File: src/hdl/hkm_pkg.sv
// ----------------------------------------------------------------------------
// hkm_pkg
// Shared field widths, operation codes, datapath commands and the
// command/status structures used between the merge controller and datapath.
// ----------------------------------------------------------------------------
package hkm_pkg;

  localparam int OP_W     = 2;
  localparam int SLOT_W   = 4;
  localparam int DATA_W   = 32;
  localparam int SRC_W    = 4;
  localparam int CFG_W    = 5;
  localparam int S_DATA_W = 40;
  localparam int S_USER_W = 3;
  localparam int M_DATA_W = 40;

  localparam logic [CFG_W-1:0] ACTIVE_RESET = 5'd16;

  localparam logic [OP_W-1:0] OP_LOAD  = 2'd0;
  localparam logic [OP_W-1:0] OP_START = 2'd1;
  localparam logic [OP_W-1:0] OP_NEXT  = 2'd2;

  localparam int CMD_W = 5;

  localparam logic [CMD_W-1:0] C_NOP     = 5'd0;
  localparam logic [CMD_W-1:0] C_LOAD    = 5'd1;
  localparam logic [CMD_W-1:0] C_START   = 5'd2;
  localparam logic [CMD_W-1:0] C_CP_STEP = 5'd3;
  localparam logic [CMD_W-1:0] C_CP_RD1  = 5'd4;
  localparam logic [CMD_W-1:0] C_CP_RD2  = 5'd5;
  localparam logic [CMD_W-1:0] C_CP_WR1  = 5'd6;
  localparam logic [CMD_W-1:0] C_CP_WR2  = 5'd7;
  localparam logic [CMD_W-1:0] C_HP_INIT = 5'd8;
  localparam logic [CMD_W-1:0] C_HP_NEXT = 5'd9;
  localparam logic [CMD_W-1:0] C_SD_RD   = 5'd10;
  localparam logic [CMD_W-1:0] C_SD_HOLD = 5'd11;
  localparam logic [CMD_W-1:0] C_SD_LC   = 5'd12;
  localparam logic [CMD_W-1:0] C_SD_PUT  = 5'd13;
  localparam logic [CMD_W-1:0] C_SD_RC   = 5'd14;
  localparam logic [CMD_W-1:0] C_SD_CMP  = 5'd15;
  localparam logic [CMD_W-1:0] C_RD0     = 5'd16;
  localparam logic [CMD_W-1:0] C_NX_HAS  = 5'd17;
  localparam logic [CMD_W-1:0] C_NX_DEL1 = 5'd18;
  localparam logic [CMD_W-1:0] C_NX_DEL2 = 5'd19;

  typedef struct packed {
    logic [CMD_W-1:0] code;
    logic             in_ready;
    logic             load_out;
  } cmd_t;

  typedef struct packed {
    logic [OP_W-1:0] op;
    logic            has;
    logic            cnt_zero;
    logic            pj_zero;
    logic            pres_p;
    logic            hi_zero;
    logic            lc_ok;
    logic            sd_stop;
    logic            out_free;
  } status_t;

endpackage

File: src/hdl/hkm_ram.sv
// ----------------------------------------------------------------------------
// hkm_ram
// Generic simple dual-port RAM with one write port and a registered read.
// ----------------------------------------------------------------------------
module hkm_ram #(
  parameter int WIDTH = 36,
  parameter int DEPTH = 16,
  localparam int AW = (DEPTH > 1) ? $clog2(DEPTH) : 1
) (
  input  logic             clk,
  input  logic             wr_en,
  input  logic [AW-1:0]    wr_addr,
  input  logic [WIDTH-1:0] wr_data,
  input  logic [AW-1:0]    rd_addr,
  output logic [WIDTH-1:0] rd_data
);

  logic [WIDTH-1:0] mem [DEPTH];

  always_ff @(posedge clk) begin
    if (wr_en) begin
      mem[wr_addr] <= wr_data;
    end
    rd_data <= mem[rd_addr];
  end

endmodule

File: src/hdl/hkm_datapath.sv
// ----------------------------------------------------------------------------
// hkm_datapath
// Heap storage, present bits, heap count, sift pointers, compare logic and
// the registered result stage of the merge.
// ----------------------------------------------------------------------------
module hkm_datapath import hkm_pkg::*; #(
  parameter int MAX_LISTS   = 16,
  parameter int VALUE_WIDTH = 32
) (
  input  logic              clk,
  input  logic              rst,
  input  cmd_t              cmd,
  output status_t           status,
  input  logic              in_valid,
  input  logic [OP_W-1:0]   in_op,
  input  logic [SLOT_W-1:0] in_slot,
  input  logic              in_has,
  input  logic [DATA_W-1:0] in_value,
  input  logic              cfg_wr_en,
  input  logic [CFG_W-1:0]  cfg_wr_data,
  input  logic              out_ready,
  output logic              out_valid,
  output logic [DATA_W-1:0] min_value,
  output logic [SRC_W-1:0]  min_source,
  output logic              done_res
);

  localparam int IW = $clog2(MAX_LISTS);
  localparam int CW = $clog2(MAX_LISTS + 1);
  localparam int XW = IW + 2;
  localparam int VW = VALUE_WIDTH;
  localparam int EW = VW + IW;

  logic [CFG_W-1:0]     active;
  logic [OP_W-1:0]      op_r;
  logic [SLOT_W-1:0]    slot_r;
  logic                 has_r;
  logic [VW-1:0]        val_r;

  logic [CW-1:0]        cnt, cnt_next;
  logic [CW-1:0]        pj, pj_next;
  logic [CW-1:0]        hi, hi_next;
  logic [IW-1:0]        cur, cur_next;
  logic [VW-1:0]        hold_v, hold_v_next;
  logic [IW-1:0]        hold_s, hold_s_next;
  logic                 hold_p, hold_p_next;
  logic [VW-1:0]        best_v, best_v_next;
  logic [IW-1:0]        best_s, best_s_next;
  logic                 best_c, best_c_next;
  logic [MAX_LISTS-1:0] present, present_next;

  logic                 ram_we;
  logic [IW-1:0]        ram_waddr;
  logic [EW-1:0]        ram_wdata;
  logic [IW-1:0]        ram_raddr;
  logic [EW-1:0]        ram_rdata;
  logic [VW-1:0]        rd_v;
  logic [IW-1:0]        rd_s;

  logic [CW-1:0]        size;
  logic [CW-1:0]        pj_m1, cnt_m1, hi_m1;
  logic [IW-1:0]        p_idx, last_idx, cnt_idx, slot_src;
  logic [XW-1:0]        lc_x, rc_x, cnt_x;
  logic [IW-1:0]        lc_idx, rc_idx;
  logic                 lc_ok, rc_ok, lc_less, rc_win, sd_stop, slot_ok, out_free;

  hkm_ram #(
    .WIDTH(EW),
    .DEPTH(MAX_LISTS)
  ) u_heap_ram (
    .clk    (clk),
    .wr_en  (ram_we),
    .wr_addr(ram_waddr),
    .wr_data(ram_wdata),
    .rd_addr(ram_raddr),
    .rd_data(ram_rdata)
  );

  assign rd_v = ram_rdata[VW-1:0];
  assign rd_s = ram_rdata[EW-1:VW];

  always_comb begin
    if (int'(active) > MAX_LISTS) begin
      size = CW'(MAX_LISTS);
    end else begin
      size = CW'(active);
    end
  end

  assign pj_m1    = pj - CW'(1);
  assign cnt_m1   = cnt - CW'(1);
  assign hi_m1    = hi - CW'(1);
  assign p_idx    = pj_m1[IW-1:0];
  assign last_idx = cnt_m1[IW-1:0];
  assign cnt_idx  = cnt[IW-1:0];
  assign slot_src = IW'(slot_r);
  assign slot_ok  = int'(slot_r) < MAX_LISTS;

  assign lc_x    = {1'b0, cur, 1'b1};
  assign rc_x    = lc_x + XW'(1);
  assign cnt_x   = XW'(cnt);
  assign lc_ok   = lc_x < cnt_x;
  assign rc_ok   = rc_x < cnt_x;
  assign lc_idx  = lc_x[IW-1:0];
  assign rc_idx  = rc_x[IW-1:0];
  assign lc_less = $signed(rd_v) < $signed(hold_v);
  assign rc_win  = rc_ok && ($signed(rd_v) < $signed(best_v));
  assign sd_stop = !rc_win && !best_c;
  assign out_free = !out_valid || out_ready;

  always_comb begin
    cnt_next     = cnt;
    pj_next      = pj;
    hi_next      = hi;
    cur_next     = cur;
    hold_v_next  = hold_v;
    hold_s_next  = hold_s;
    hold_p_next  = hold_p;
    best_v_next  = best_v;
    best_s_next  = best_s;
    best_c_next  = best_c;
    present_next = present;
    ram_we       = 1'b0;
    ram_waddr    = cur;
    ram_wdata    = {hold_s, hold_v};
    ram_raddr    = '0;
    case (cmd.code)
      C_LOAD: begin
        if (slot_ok) begin
          ram_we                 = 1'b1;
          ram_waddr              = slot_src;
          ram_wdata              = {slot_src, val_r};
          present_next[slot_src] = has_r;
        end
      end
      C_START: begin
        cnt_next = size;
        pj_next  = size;
      end
      C_CP_STEP: begin
        pj_next = pj_m1;
      end
      C_CP_RD1: begin
        ram_raddr = p_idx;
      end
      C_CP_RD2: begin
        hold_v_next = rd_v;
        hold_s_next = rd_s;
        ram_raddr   = last_idx;
      end
      C_CP_WR1: begin
        ram_we                 = 1'b1;
        ram_waddr              = p_idx;
        ram_wdata              = ram_rdata;
        present_next[p_idx]    = present[last_idx];
        present_next[last_idx] = 1'b0;
      end
      C_CP_WR2: begin
        ram_we    = 1'b1;
        ram_waddr = last_idx;
        ram_wdata = {hold_s, hold_v};
        cnt_next  = cnt_m1;
        pj_next   = pj_m1;
      end
      C_HP_INIT: begin
        hi_next = cnt >> 1;
      end
      C_HP_NEXT: begin
        hi_next  = hi_m1;
        cur_next = hi_m1[IW-1:0];
      end
      C_SD_RD: begin
        ram_raddr = cur;
      end
      C_SD_HOLD: begin
        hold_v_next = rd_v;
        hold_s_next = rd_s;
        hold_p_next = present[cur];
      end
      C_SD_LC: begin
        ram_raddr = lc_idx;
      end
      C_SD_PUT: begin
        ram_we            = 1'b1;
        present_next[cur] = hold_p;
      end
      C_SD_RC: begin
        if (lc_less) begin
          best_v_next = rd_v;
          best_s_next = rd_s;
          best_c_next = 1'b1;
        end else begin
          best_v_next = hold_v;
          best_s_next = hold_s;
          best_c_next = 1'b0;
        end
        ram_raddr = rc_idx;
      end
      C_SD_CMP: begin
        ram_we = 1'b1;
        if (rc_win) begin
          ram_wdata         = ram_rdata;
          present_next[cur] = present[rc_idx];
          cur_next          = rc_idx;
        end else if (best_c) begin
          ram_wdata         = {best_s, best_v};
          present_next[cur] = present[lc_idx];
          cur_next          = lc_idx;
        end else begin
          present_next[cur] = hold_p;
        end
      end
      C_RD0: begin
        ram_raddr = '0;
      end
      C_NX_HAS: begin
        hold_v_next = val_r;
        hold_s_next = rd_s;
        hold_p_next = present[0];
        cur_next    = '0;
      end
      C_NX_DEL1: begin
        best_v_next = rd_v;
        best_s_next = rd_s;
        cnt_next    = cnt_m1;
        ram_raddr   = last_idx;
      end
      C_NX_DEL2: begin
        hold_v_next           = rd_v;
        hold_s_next           = rd_s;
        hold_p_next           = present[cnt_idx];
        ram_we                = 1'b1;
        ram_waddr             = cnt_idx;
        ram_wdata             = {best_s, best_v};
        present_next[cnt_idx] = 1'b0;
        cur_next              = '0;
      end
      default: begin
      end
    endcase
  end

  always_ff @(posedge clk) begin
    if (rst) begin
      active    <= ACTIVE_RESET;
      cnt       <= '0;
      present   <= '0;
      out_valid <= 1'b0;
    end else begin
      if (cfg_wr_en) begin
        active <= cfg_wr_data;
      end
      cnt     <= cnt_next;
      present <= present_next;
      if (cmd.load_out) begin
        out_valid <= 1'b1;
      end else if (out_ready) begin
        out_valid <= 1'b0;
      end
    end
  end

  always_ff @(posedge clk) begin
    if (in_valid && cmd.in_ready) begin
      op_r   <= in_op;
      slot_r <= in_slot;
      has_r  <= in_has;
      val_r  <= VW'($signed(in_value));
    end
    pj     <= pj_next;
    hi     <= hi_next;
    cur    <= cur_next;
    hold_v <= hold_v_next;
    hold_s <= hold_s_next;
    hold_p <= hold_p_next;
    best_v <= best_v_next;
    best_s <= best_s_next;
    best_c <= best_c_next;
    if (cmd.load_out) begin
      if (cnt == '0) begin
        min_value  <= '0;
        min_source <= '0;
        done_res   <= 1'b1;
      end else begin
        min_value  <= DATA_W'(rd_v);
        min_source <= SRC_W'(rd_s);
        done_res   <= 1'b0;
      end
    end
  end

  always_comb begin
    status.op       = op_r;
    status.has      = has_r;
    status.cnt_zero = (cnt == '0);
    status.pj_zero  = (pj == '0);
    status.pres_p   = present[p_idx];
    status.hi_zero  = (hi == '0);
    status.lc_ok    = lc_ok;
    status.sd_stop  = sd_stop;
    status.out_free = out_free;
  end

  a_cnt_range: assert property (@(posedge clk) disable iff (rst)
    cnt <= CW'(MAX_LISTS))
    else $error("heap count exceeds the number of slots");

  a_sift_descends: assert property (@(posedge clk) disable iff (rst)
    (cmd.code == C_SD_CMP && !sd_stop) |=> (cur > $past(cur)))
    else $error("sift-down did not move to a child position");

  a_out_no_overwrite: assert property (@(posedge clk) disable iff (rst)
    cmd.load_out |-> out_free)
    else $error("result loaded while previous result still pending");

endmodule

File: src/hdl/hkm_ctrl.sv
// ----------------------------------------------------------------------------
// hkm_ctrl
// Merge sequencer: decodes each accepted item and steps the datapath through
// slot loading, empty-slot compaction, heap build, sift-down and reporting.
// ----------------------------------------------------------------------------
module hkm_ctrl import hkm_pkg::*; (
  input  logic    clk,
  input  logic    rst,
  input  logic    in_valid,
  input  status_t status,
  output cmd_t    cmd
);

  localparam logic [4:0] S_IDLE    = 5'd0;
  localparam logic [4:0] S_DECODE  = 5'd1;
  localparam logic [4:0] S_CP_CHK  = 5'd2;
  localparam logic [4:0] S_CP_RD2  = 5'd3;
  localparam logic [4:0] S_CP_WR1  = 5'd4;
  localparam logic [4:0] S_CP_WR2  = 5'd5;
  localparam logic [4:0] S_HP_CHK  = 5'd6;
  localparam logic [4:0] S_SD_RD   = 5'd7;
  localparam logic [4:0] S_SD_HOLD = 5'd8;
  localparam logic [4:0] S_SD_LC   = 5'd9;
  localparam logic [4:0] S_SD_RC   = 5'd10;
  localparam logic [4:0] S_SD_CMP  = 5'd11;
  localparam logic [4:0] S_NX_HAS  = 5'd12;
  localparam logic [4:0] S_NX_DEL1 = 5'd13;
  localparam logic [4:0] S_NX_DEL2 = 5'd14;
  localparam logic [4:0] S_REP0    = 5'd15;
  localparam logic [4:0] S_REP1    = 5'd16;

  logic [4:0] state, state_next;
  logic       ret_heap, ret_heap_next;
  logic [4:0] ret_state;

  assign ret_state = ret_heap ? S_HP_CHK : S_REP0;

  always_comb begin
    state_next    = state;
    ret_heap_next = ret_heap;
    cmd.code      = C_NOP;
    cmd.in_ready  = 1'b0;
    cmd.load_out  = 1'b0;
    case (state)
      S_IDLE: begin
        cmd.in_ready = 1'b1;
        if (in_valid) begin
          state_next = S_DECODE;
        end
      end
      S_DECODE: begin
        case (status.op)
          OP_LOAD: begin
            cmd.code   = C_LOAD;
            state_next = S_IDLE;
          end
          OP_START: begin
            cmd.code   = C_START;
            state_next = S_CP_CHK;
          end
          OP_NEXT: begin
            if (status.cnt_zero) begin
              state_next = S_REP0;
            end else if (status.has) begin
              cmd.code   = C_RD0;
              state_next = S_NX_HAS;
            end else begin
              cmd.code   = C_RD0;
              state_next = S_NX_DEL1;
            end
          end
          default: begin
            state_next = S_IDLE;
          end
        endcase
      end
      S_CP_CHK: begin
        if (status.pj_zero) begin
          cmd.code   = C_HP_INIT;
          state_next = S_HP_CHK;
        end else if (status.pres_p) begin
          cmd.code = C_CP_STEP;
        end else begin
          cmd.code   = C_CP_RD1;
          state_next = S_CP_RD2;
        end
      end
      S_CP_RD2: begin
        cmd.code   = C_CP_RD2;
        state_next = S_CP_WR1;
      end
      S_CP_WR1: begin
        cmd.code   = C_CP_WR1;
        state_next = S_CP_WR2;
      end
      S_CP_WR2: begin
        cmd.code   = C_CP_WR2;
        state_next = S_CP_CHK;
      end
      S_HP_CHK: begin
        if (status.hi_zero) begin
          state_next = S_REP0;
        end else begin
          cmd.code      = C_HP_NEXT;
          ret_heap_next = 1'b1;
          state_next    = S_SD_RD;
        end
      end
      S_SD_RD: begin
        cmd.code   = C_SD_RD;
        state_next = S_SD_HOLD;
      end
      S_SD_HOLD: begin
        cmd.code   = C_SD_HOLD;
        state_next = S_SD_LC;
      end
      S_SD_LC: begin
        if (status.lc_ok) begin
          cmd.code   = C_SD_LC;
          state_next = S_SD_RC;
        end else begin
          cmd.code   = C_SD_PUT;
          state_next = ret_state;
        end
      end
      S_SD_RC: begin
        cmd.code   = C_SD_RC;
        state_next = S_SD_CMP;
      end
      S_SD_CMP: begin
        cmd.code = C_SD_CMP;
        if (status.sd_stop) begin
          state_next = ret_state;
        end else begin
          state_next = S_SD_LC;
        end
      end
      S_NX_HAS: begin
        cmd.code      = C_NX_HAS;
        ret_heap_next = 1'b0;
        state_next    = S_SD_LC;
      end
      S_NX_DEL1: begin
        cmd.code   = C_NX_DEL1;
        state_next = S_NX_DEL2;
      end
      S_NX_DEL2: begin
        cmd.code = C_NX_DEL2;
        if (status.cnt_zero) begin
          state_next = S_REP0;
        end else begin
          ret_heap_next = 1'b0;
          state_next    = S_SD_LC;
        end
      end
      S_REP0: begin
        cmd.code   = C_RD0;
        state_next = S_REP1;
      end
      S_REP1: begin
        cmd.code = C_RD0;
        if (status.out_free) begin
          cmd.load_out = 1'b1;
          state_next   = S_IDLE;
        end
      end
      default: begin
        state_next = S_IDLE;
      end
    endcase
  end

  always_ff @(posedge clk) begin
    if (rst) begin
      state    <= S_IDLE;
      ret_heap <= 1'b0;
    end else begin
      state    <= state_next;
      ret_heap <= ret_heap_next;
    end
  end

endmodule

File: src/hdl/heap_kway_merge.sv
// ----------------------------------------------------------------------------
// heap_kway_merge
// K-way merge of sorted streams through a binary min-heap of value/source
// entries, with a sequencing controller and a heap datapath.
// ----------------------------------------------------------------------------
// One item is processed at a time. A load transfer is decoded and written into
// its slot. A next transfer first reads the root, then either puts the new
// value in its place or, when the source has run dry, moves the last entry
// up. The entry then sinks one heap level per left-child read, right-child
// read and compare (at most log2(MAX_LISTS) levels), is placed, and the root
// is reported. A next transfer that finds the heap empty, or that empties it,
// goes straight to the report. A start transfer compacts empty slots to the
// end of the heap with a read, read, write, write sequence per empty slot and
// a single step per filled one, then runs one sift-down per internal heap
// node before reporting.
// This step sequence is set by the single read port of the heap RAM, which the
// sift-down visits once per parent and child. The heap RAM needs no clearing
// after reset. A finished result waits in the output register while the next
// input transfer is already accepted.
module heap_kway_merge import hkm_pkg::*; #(
  parameter int MAX_LISTS   = 16,
  parameter int VALUE_WIDTH = 32
) (
  input  logic                clk,
  input  logic                rst,
  input  logic                s_axis_tvalid,
  output logic                s_axis_tready,
  // slot [3:0], value [35:4], zero [39:36]
  input  logic [S_DATA_W-1:0] s_axis_tdata,
  // op [1:0], has_value [2]
  input  logic [S_USER_W-1:0] s_axis_tuser,
  output logic                m_axis_tvalid,
  input  logic                m_axis_tready,
  // min_value [31:0], min_source [35:32], zero [39:36]
  output logic [M_DATA_W-1:0] m_axis_tdata,
  // done_res [0]
  output logic                m_axis_tuser,
  input  logic                cfg_wr_en,
  input  logic [CFG_W-1:0]    cfg_wr_data
);

  cmd_t              cmd;
  status_t           status;
  logic [DATA_W-1:0] min_value;
  logic [SRC_W-1:0]  min_source;
  logic              done_res;

  hkm_ctrl u_ctrl (
    .clk     (clk),
    .rst     (rst),
    .in_valid(s_axis_tvalid),
    .status  (status),
    .cmd     (cmd)
  );

  hkm_datapath #(
    .MAX_LISTS  (MAX_LISTS),
    .VALUE_WIDTH(VALUE_WIDTH)
  ) u_datapath (
    .clk        (clk),
    .rst        (rst),
    .cmd        (cmd),
    .status     (status),
    .in_valid   (s_axis_tvalid),
    .in_op      (s_axis_tuser[OP_W-1:0]),
    .in_slot    (s_axis_tdata[SLOT_W-1:0]),
    .in_has     (s_axis_tuser[OP_W]),
    .in_value   (s_axis_tdata[SLOT_W+DATA_W-1:SLOT_W]),
    .cfg_wr_en  (cfg_wr_en),
    .cfg_wr_data(cfg_wr_data),
    .out_ready  (m_axis_tready),
    .out_valid  (m_axis_tvalid),
    .min_value  (min_value),
    .min_source (min_source),
    .done_res   (done_res)
  );

  assign s_axis_tready = cmd.in_ready;
  assign m_axis_tdata  = {{(M_DATA_W - DATA_W - SRC_W){1'b0}}, min_source, min_value};
  assign m_axis_tuser  = done_res;

endmodule

File: config.mk
export PLATFORM = sky130hd
export DESIGN_NAME = heap_kway_merge
export DESIGN_NICKNAME = d
export VERILOG_FILES = /design/src/hdl/hkm_pkg.sv /design/src/hdl/hkm_ram.sv /design/src/hdl/hkm_datapath.sv /design/src/hdl/hkm_ctrl.sv /design/src/hdl/heap_kway_merge.sv
export SDC_FILE = /design/constraint.sdc
export NUM_CORES = 1
export LEC_CHECK = 0
export ABC_AREA = 1
export BUFFER_PORTS_ARGS = -buffer_cell sky130_fd_sc_hd__buf_4
export CAP_MARGIN = 15
export CORE_MARGIN = 2
export CORE_UTILIZATION = 50
export CTS_BUF_LIST = sky130_fd_sc_hd__clkbuf_8
export DETAILED_ROUTE_END_ITERATION = 10
export PLACE_DENSITY = 0.66
export SYNTH_ARGS = -nofsm -noshare
export SYNTH_HDL_FRONTEND = slang
export SYNTH_SLANG_ARGS = --single-unit
File: constraint.sdc
create_clock -name clk -period 6.82 [get_ports clk]
set_clock_uncertainty 0.15 [all_clocks]
set_input_delay 1.364 -clock clk [delete_from_list [all_inputs] [get_ports clk]]
set_output_delay 1.364 -clock clk [all_outputs]
set_load 0.005 [all_outputs]
### After elaboration in Yosys (flattened, before gate mapping)

Memory sizes are Yosys's and may differ from the RTL's. A register that Yosys moved wholly into a read port is not among the register bits.
Index checks and enable logic that the tools add are counted.

* bits of input ports: 53
* output and inout port bits: 43
* memories kept: 1
* memory bits (read-only): 0
* memory bits (writable): 576
* word-level logic and storage cells: 210
* bits in registers: 197
* latch bits: 0

* bitwise logic cells: 4
* reductions and logical operators: 39
* magnitude comparators: 17
* shifts and indexed selects: 0
* multiply operators: 0
* add/subtract/negate cells: 4
* muxes and demuxes: 81
* equality and inequality tests: 42
* divide/modulo/power cells: 0

Memories
* u_datapath.u_heap_ram.mem: depth 16, bits a word 36, rd ports 1, clocked after Yosys merged registers in 1, write ports 1, RTL line hkm_ram.sv:18 `logic [WIDTH-1:0] mem [DEPTH];`

Operator list (number)
* 36-bit case mux with 4 select lines: 1
* 32-bit case mux with 2 select lines: 2
* 16-bit bitwise mux: 5
* 5-bit by 4-bit equality test with 1-bit output (second input constant): 16
* 16-bit case mux with 5 select lines: 1
* 5-bit case mux with 16 select lines: 1
* 5-bit case mux with 15 select lines: 1
* 36-bit two-way mux: 2
* 32-bit less-than comparator: 2
* 5-bit two-way mux: 10
* 5-bit by 3-bit equality test with 1-bit output (second input constant): 8
* 5-bit case mux with 2 select lines: 4
* 4-bit by 5-bit less-than comparator with 1-bit output (second input constant): 7
* 16-bit bitwise AND: 2
* 16-bit two-way mux: 2
* 32-bit two-way mux: 1
* 16-bit inverter: 2
* 1-bit two-way mux: 25
* 4-bit two-way mux: 6
* 1-bit binary-select mux with 4-bit select: 5
* 1-bit demux with 4-bit select: 5
* 5-bit by 2-bit equality test with 1-bit output (second input constant): 4
* 5-bit equality test (second input constant): 4
* 4-bit by 1-bit >= comparator with 1-bit output (second input constant): 5
* other kinds (34): 66

### Depth between registers and ports, before layout

* word-level depth: 11
* mapped depth: 23
* depth with buffers taken out: 22

### Cells and area by module

Synthesis repeated with hierarchy kept, for this count alone.

* cell total of the unflattened synthesis: 4494
* area total of the unflattened synthesis: 40610.2 um^2

Modules (own cells, without submodules)
* hkm_ram: cells an instance 2380, seq. area each 18017.3 um^2, area each 25474.4 um^2, times used 1
* hkm_datapath: cells an instance 1966, seq. area each 5465.2 um^2, area each 14306.2 um^2, times used 1
* hkm_ctrl: cells an instance 143, seq. area each 120.1 um^2, area each 795.8 um^2, times used 1
* heap_kway_merge: cells an instance 5, seq. area each 0.0 um^2, area each 33.8 um^2, times used 1

### Worst setup path after synthesis

Ideal clock, no wire load.

* kind: register -> register
* start point: reg u_datapath.pj[0]
* end point: mem u_datapath.u_heap_ram.mem[12][0], enable pin
* arrival: 4.218 ns
* cell stages (with the launch flop): 23
* period minus slack after synthesis: 4.797 ns
* setup slack: 2.023 ns
* required time: 6.241 ns
* buffers on the path: 1
* setup time: 0.429 ns
* cell sequence: edfxtp_1 -> inv_2 -> ha_1 -> clkbuf_1 -> inv_1 -> nand3_1 -> nand2_1 -> nand2_1 -> nand2_1 -> nand2_1 -> nand2_1 -> nand2_1 -> nand2_1 -> nand2_1 -> nor2_4 -> clkinv_2 -> nand2_1 -> nor2_1 -> inv_2 -> nor2_1 -> a21oi_1 -> nand2_1 -> nor2_1

* longest elaborated chain between the ends: 11
* elaborated cells between the ends (all ways): 18
* classes of those cells: 1 x add/sub; 6 x eq/ne; 9 x mux; 2 x reduce/logical

RTL lines
* from (decl): RTL line hkm_datapath.sv:41 `logic [CW-1:0] pj, pj_next;`
* from (signal assigned): RTL line hkm_datapath.sv:270 `pj <= pj_next;`
* 5-bit by 1-bit subtractor with 5-bit output: RTL line hkm_datapath.sv:90 `assign pj_m1 = pj - CW'(1);`
* 1-bit binary-select mux with 4-bit select: RTL line hkm_datapath.sv:297 `status.pres_p = present[p_idx];`
* 1-bit two-way mux (implied by the code): RTL line hkm_datapath.sv:297
* 3-bit two-way mux: RTL line hkm_ctrl.sv:81 `end else if (status.pres_p) begin`
* 5-bit two-way mux: RTL line hkm_ctrl.sv:78 `if (status.pj_zero) begin`
* 5-bit case mux with 15 select lines: RTL line hkm_ctrl.sv:44 `case (state)`
* 5-bit by 4-bit equality test with 1-bit output, or another cell as far along: RTL line hkm_datapath.sv:127 `case (cmd.code)`
* 6-bit OR reduction (no line)
* 1-bit two-way mux
* 1-bit two-way mux: RTL line hkm_ram.sv:21 `if (wr_en) begin`
* 1-bit two-way mux (implied by the code): RTL line hkm_ram.sv:22 `mem[wr_addr] <= wr_data;`
* to (decl): RTL line hkm_ram.sv:18

Parallel ways exist; a longest one is shown, timed or not. The select of a mux whose other input is x is not followed.

### Worst setup path in the final report

* start point: reg u_datapath.pj[0]
* end point: mem u_datapath.u_heap_ram.mem[14][3], enable pin

Same word-level chain as after synthesis.

==> results.txt <==
Status = completed
DIE HEIGHT = 290 um
Hold path startpoint = u_datapath.active[3]$_SDFFE_PP0P_
Mapped Cells = 4379
Global-route wire length before repair = 180 mm
Minimum clock period = 5.67 ns
GRT Resource Usage Total = 28.5%
DIE AREA = 0.0839 mm2
Hold WC Path Type = reg -> reg
Cts bufs inserted = 139
Power per Cell Area = 434 mW/mm2
Post-CTS resize count = 0
Simple-gate share of the synthesized area = 24.2%
Reg clk slew, reported paths = 0.06 ns
Via count = 31900
Setup TNS Final = 0 ns
F_max = 176 MHz
Final Power = 19700 uW
CP arrival = 5.93 ns
Iteration-0 DRC Markers = 3142
CP endpoint kind = register
CTS root buffer = clkbuf_8
Crit path max fanout = 26
CP dominant cell by count = nand2_1
Later-pin clock latency in the skew report = 0.79 ns
Crit-path slowest cell = edfxtp_1
Worst r2r dst = u_datapath.u_heap_ram.mem[14][3]$_DFFE_PP_
CTS tree = done
Maxcap violations = 0
Leading cell type in the layout, fill and taps excluded = nand2_1
Antenna violations before repair = 2
Uppermost metal layer occupied by signal nets = met5
Filler Cell Count = 7006
Largest net degree at the start of global routing = 192
CP Class = reg -> reg
Worst r2r path cells = 18
Largest stage delay on the critical path = 0.75 ns
Crit path cell chain = inv_2 > ha_1 > xnor2_1 > inv_1 > nand2_1 > nand2_1 > nand2_1 > nand3_1 > nand3_1 > nor2_1 > nand3_1 > nand2_1 > nor2_1 > nand2_1 > a21oi_1 > nand2_1 > nor2_4 > buf_4
Starting Density = 50.6%
Hold Vio Cnt, Final = 0
Measured slew at the worst slew-check pin = 1.17 ns
Reg2reg start = u_datapath.pj[0]$_DFFE_PP_
Die Wd = 290 um
Distinct cells, synth = 54
Synth Area in XOR/XNOR = 0.233%
IO Count = 96
Max H-tree Level = 4
Core area = 0.0807 mm2
Synthesized cell area = 0.0408 mm2
FF-to-FF setup slack = 1.15 ns
Hold EP = u_datapath.active[3]$_SDFFE_PP0P_
Residual DRC = 0
Synth area leaders = edfxtp_1 (54%), nand2_1 (8.8%), nand3_1 (8.2%)
Synth Area in Compound Gates = 5.51%
Metal3 WL = 9.53 mm
Fraction of layout cells with a size suffix above 1 = 9.39%
Port Buf Inserts = 87
Largest family of logic cells by synthesized area = simple AND/OR/NAND/NOR gates
Maximum VDD drop = 0.226 mV
Avg WL per Cell = 21.2 um
Core Rows = 104
Crit path max-delay family = simple AND/OR/NAND/NOR gates
Static Leakage = 0.0190 uW
Ys Warns = 0
Most frequent cells in the layout = nand2_1 (950), edfxtp_1 (740), inv_1 (705)
Clock buffer depth = 3
Synth-to-layout area growth = 11.2%
Layout net count = 4602
Synth Area per Inst = 9.32 um2
Post-Synth Adder-Cell Area = 2.76%
Total congestion overflow = 0
Post-CTS setup buffer count = 0
Crit path launch type = register
Drt first pass iters = 6
Met1 WL = 48.3 mm
Met2 routed WL = 56.1 mm
Tcrit/Tclk final = 83.2%
Worst path required time = 7.08 ns
CP bufs+invs = 3
Final ANT Viol Nets = 0
Final setup viols = 0
Register area share after synthesis = 57.8%
Relative slew slack = 21.8%
RSZ-0062 raised after global routing = no
Total Routed Length = 119 mm
Top cell type by total area after synthesis = edfxtp_1
Clk sink count = 809
Vias in the first global route = 30200
Post-synth top area share = 54.4%
Routability cong. = 0.962
Number of synthesized register bits = 809
Hold path depth = 2
Avg Vias per Cell = 5.66
Mux share of post-synthesis cell area = 0.662%
Post-DP HPWL = 71.6 mm
Slew Viols, Final = 0
Hold buffers post-CTS = 0
[layer usage]
layer  vias up  global-route usage [%]
li1      14900                       -
met1     15200                    37.2
met2      1444                    45.9
met3       329                    5.08
met4         2                    14.2
met5         -                       0
[layout make-up]
| class | instances | area (um2) | area share [%] |
|---|---|---|---|
| Antenna cell | 4 | 10.0 | 0.0221 |
| Clock buffer | 149 | 2050 | 4.52 |
| Clock inverter | 104 | 574 | 1.27 |
| Inverter | 678 | 2550 | 5.62 |
| Multi-Input combinational cell | 2669 | 13800 | 30.5 |
| Sequential cell | 809 | 23600 | 52.0 |
| Tap cell | 1060 | 1330 | 2.92 |
| Timing Repair Buffer | 162 | 1440 | 3.18 |
[Yosys cell counts, drive strengths merged]
library cell / count
nand4: 72
clkbuf: 112
o41ai: 1
xnor2: 2
a21boi: 10
a21oi: 90
nand3b: 183
a22oi: 34
inv: 675
a21o: 1
a221oi: 1
nand3: 669
nor3: 21
buf: 114
nor2: 234
o311ai: 2
dfxtp: 69
o21ai: 208
o22ai: 13
mux2: 24
xor2: 8
o221ai: 3
ha: 90
a211oi: 2
o2111ai: 1
o31ai: 5
o21bai: 2
conb: 1
o21a: 4
edfxtp: 740
a31oi: 8
a221o: 1
nor4: 8
a311oi: 1
o211ai: 11
clkinv: 3
a31o: 1
nand2: 955
[cell families after synthesis]
logic type                 after synthesis
AOI/OAI and AO/OA                      399
xor gates and xnor gates                10
buffers and inverters                  904
muxes                                   24
DFF                                    809
adders and majority gates               90
other                                    1
and+or+nand+nor                       2142
[tightest hold or removal path, delay by kind of cell (launching register included)]
family	cells	cell delay (ns)
AO/OA/AOI/OAI	1	0.07
buffers and inverters	1	0.06
flip-flops	1	0.31
[stage by stage]
step	hold slack (ns)	std cells	setup slack [ns]	util [%]	cell area, um2
detailed placement	0.330	5378	1.36	53.0	42800
floorplan	0.299	4382	2.02	-	40800
CTS	0.339	5631	1.30	56.3	45400
global placement	0.317	5378	1.41	53.0	42800
finish	0.339	5635	1.15	56.3	45400
global route	0.366	5635	0.904	56.3	45400
[state kept, by name, indices dropped and copies added (netlist names), 5 cells and up, named ones only]
signal / flops
u_datapath.val_r: 32
u_datapath.best_v: 32
u_datapath.active: 5
u_datapath.hold_v: 32
u_datapath.u_heap_ram.mem: 576
u_datapath.cnt: 5
u_datapath.min_value: 32
u_datapath.pj: 5
u_datapath.u_heap_ram.rd_data: 36
u_ctrl.state: 5
u_datapath.hi: 5
[power by group]
| group | switching [uW] | total [uW] | internal, uW |
|---|---|---|---|
| sequential | 524 | 7940 | 7420 |
| clock | 2040 | 4160 | 2120 |
| combinational | 5690 | 7580 | 1880 |
| total | 8260 | 19700 | 11400 |
[how the worst max path moves through the flow]
stage	start	end	slack (ns)	cells past startpoint
floorplan	u_datapath.pj[0]$_DFFE_PP_	u_datapath.u_heap_ram.mem[12][0]$_DFFE_PP_	2.02	22
global placement	u_datapath.pj[0]$_DFFE_PP_	u_datapath.u_heap_ram.mem[10][23]$_DFFE_PP_	1.41	20
detailed placement	u_datapath.pj[0]$_DFFE_PP_	u_datapath.u_heap_ram.mem[10][23]$_DFFE_PP_	1.36	20
CTS	u_datapath.pj[0]$_DFFE_PP_	u_datapath.u_heap_ram.mem[10][15]$_DFFE_PP_	1.30	20
global route	u_datapath.pj[0]$_DFFE_PP_	u_datapath.u_heap_ram.mem[14][3]$_DFFE_PP_	0.90	18
finish	u_datapath.pj[0]$_DFFE_PP_	u_datapath.u_heap_ram.mem[14][3]$_DFFE_PP_	1.15	18
Power figures use the tool's default switching activity.
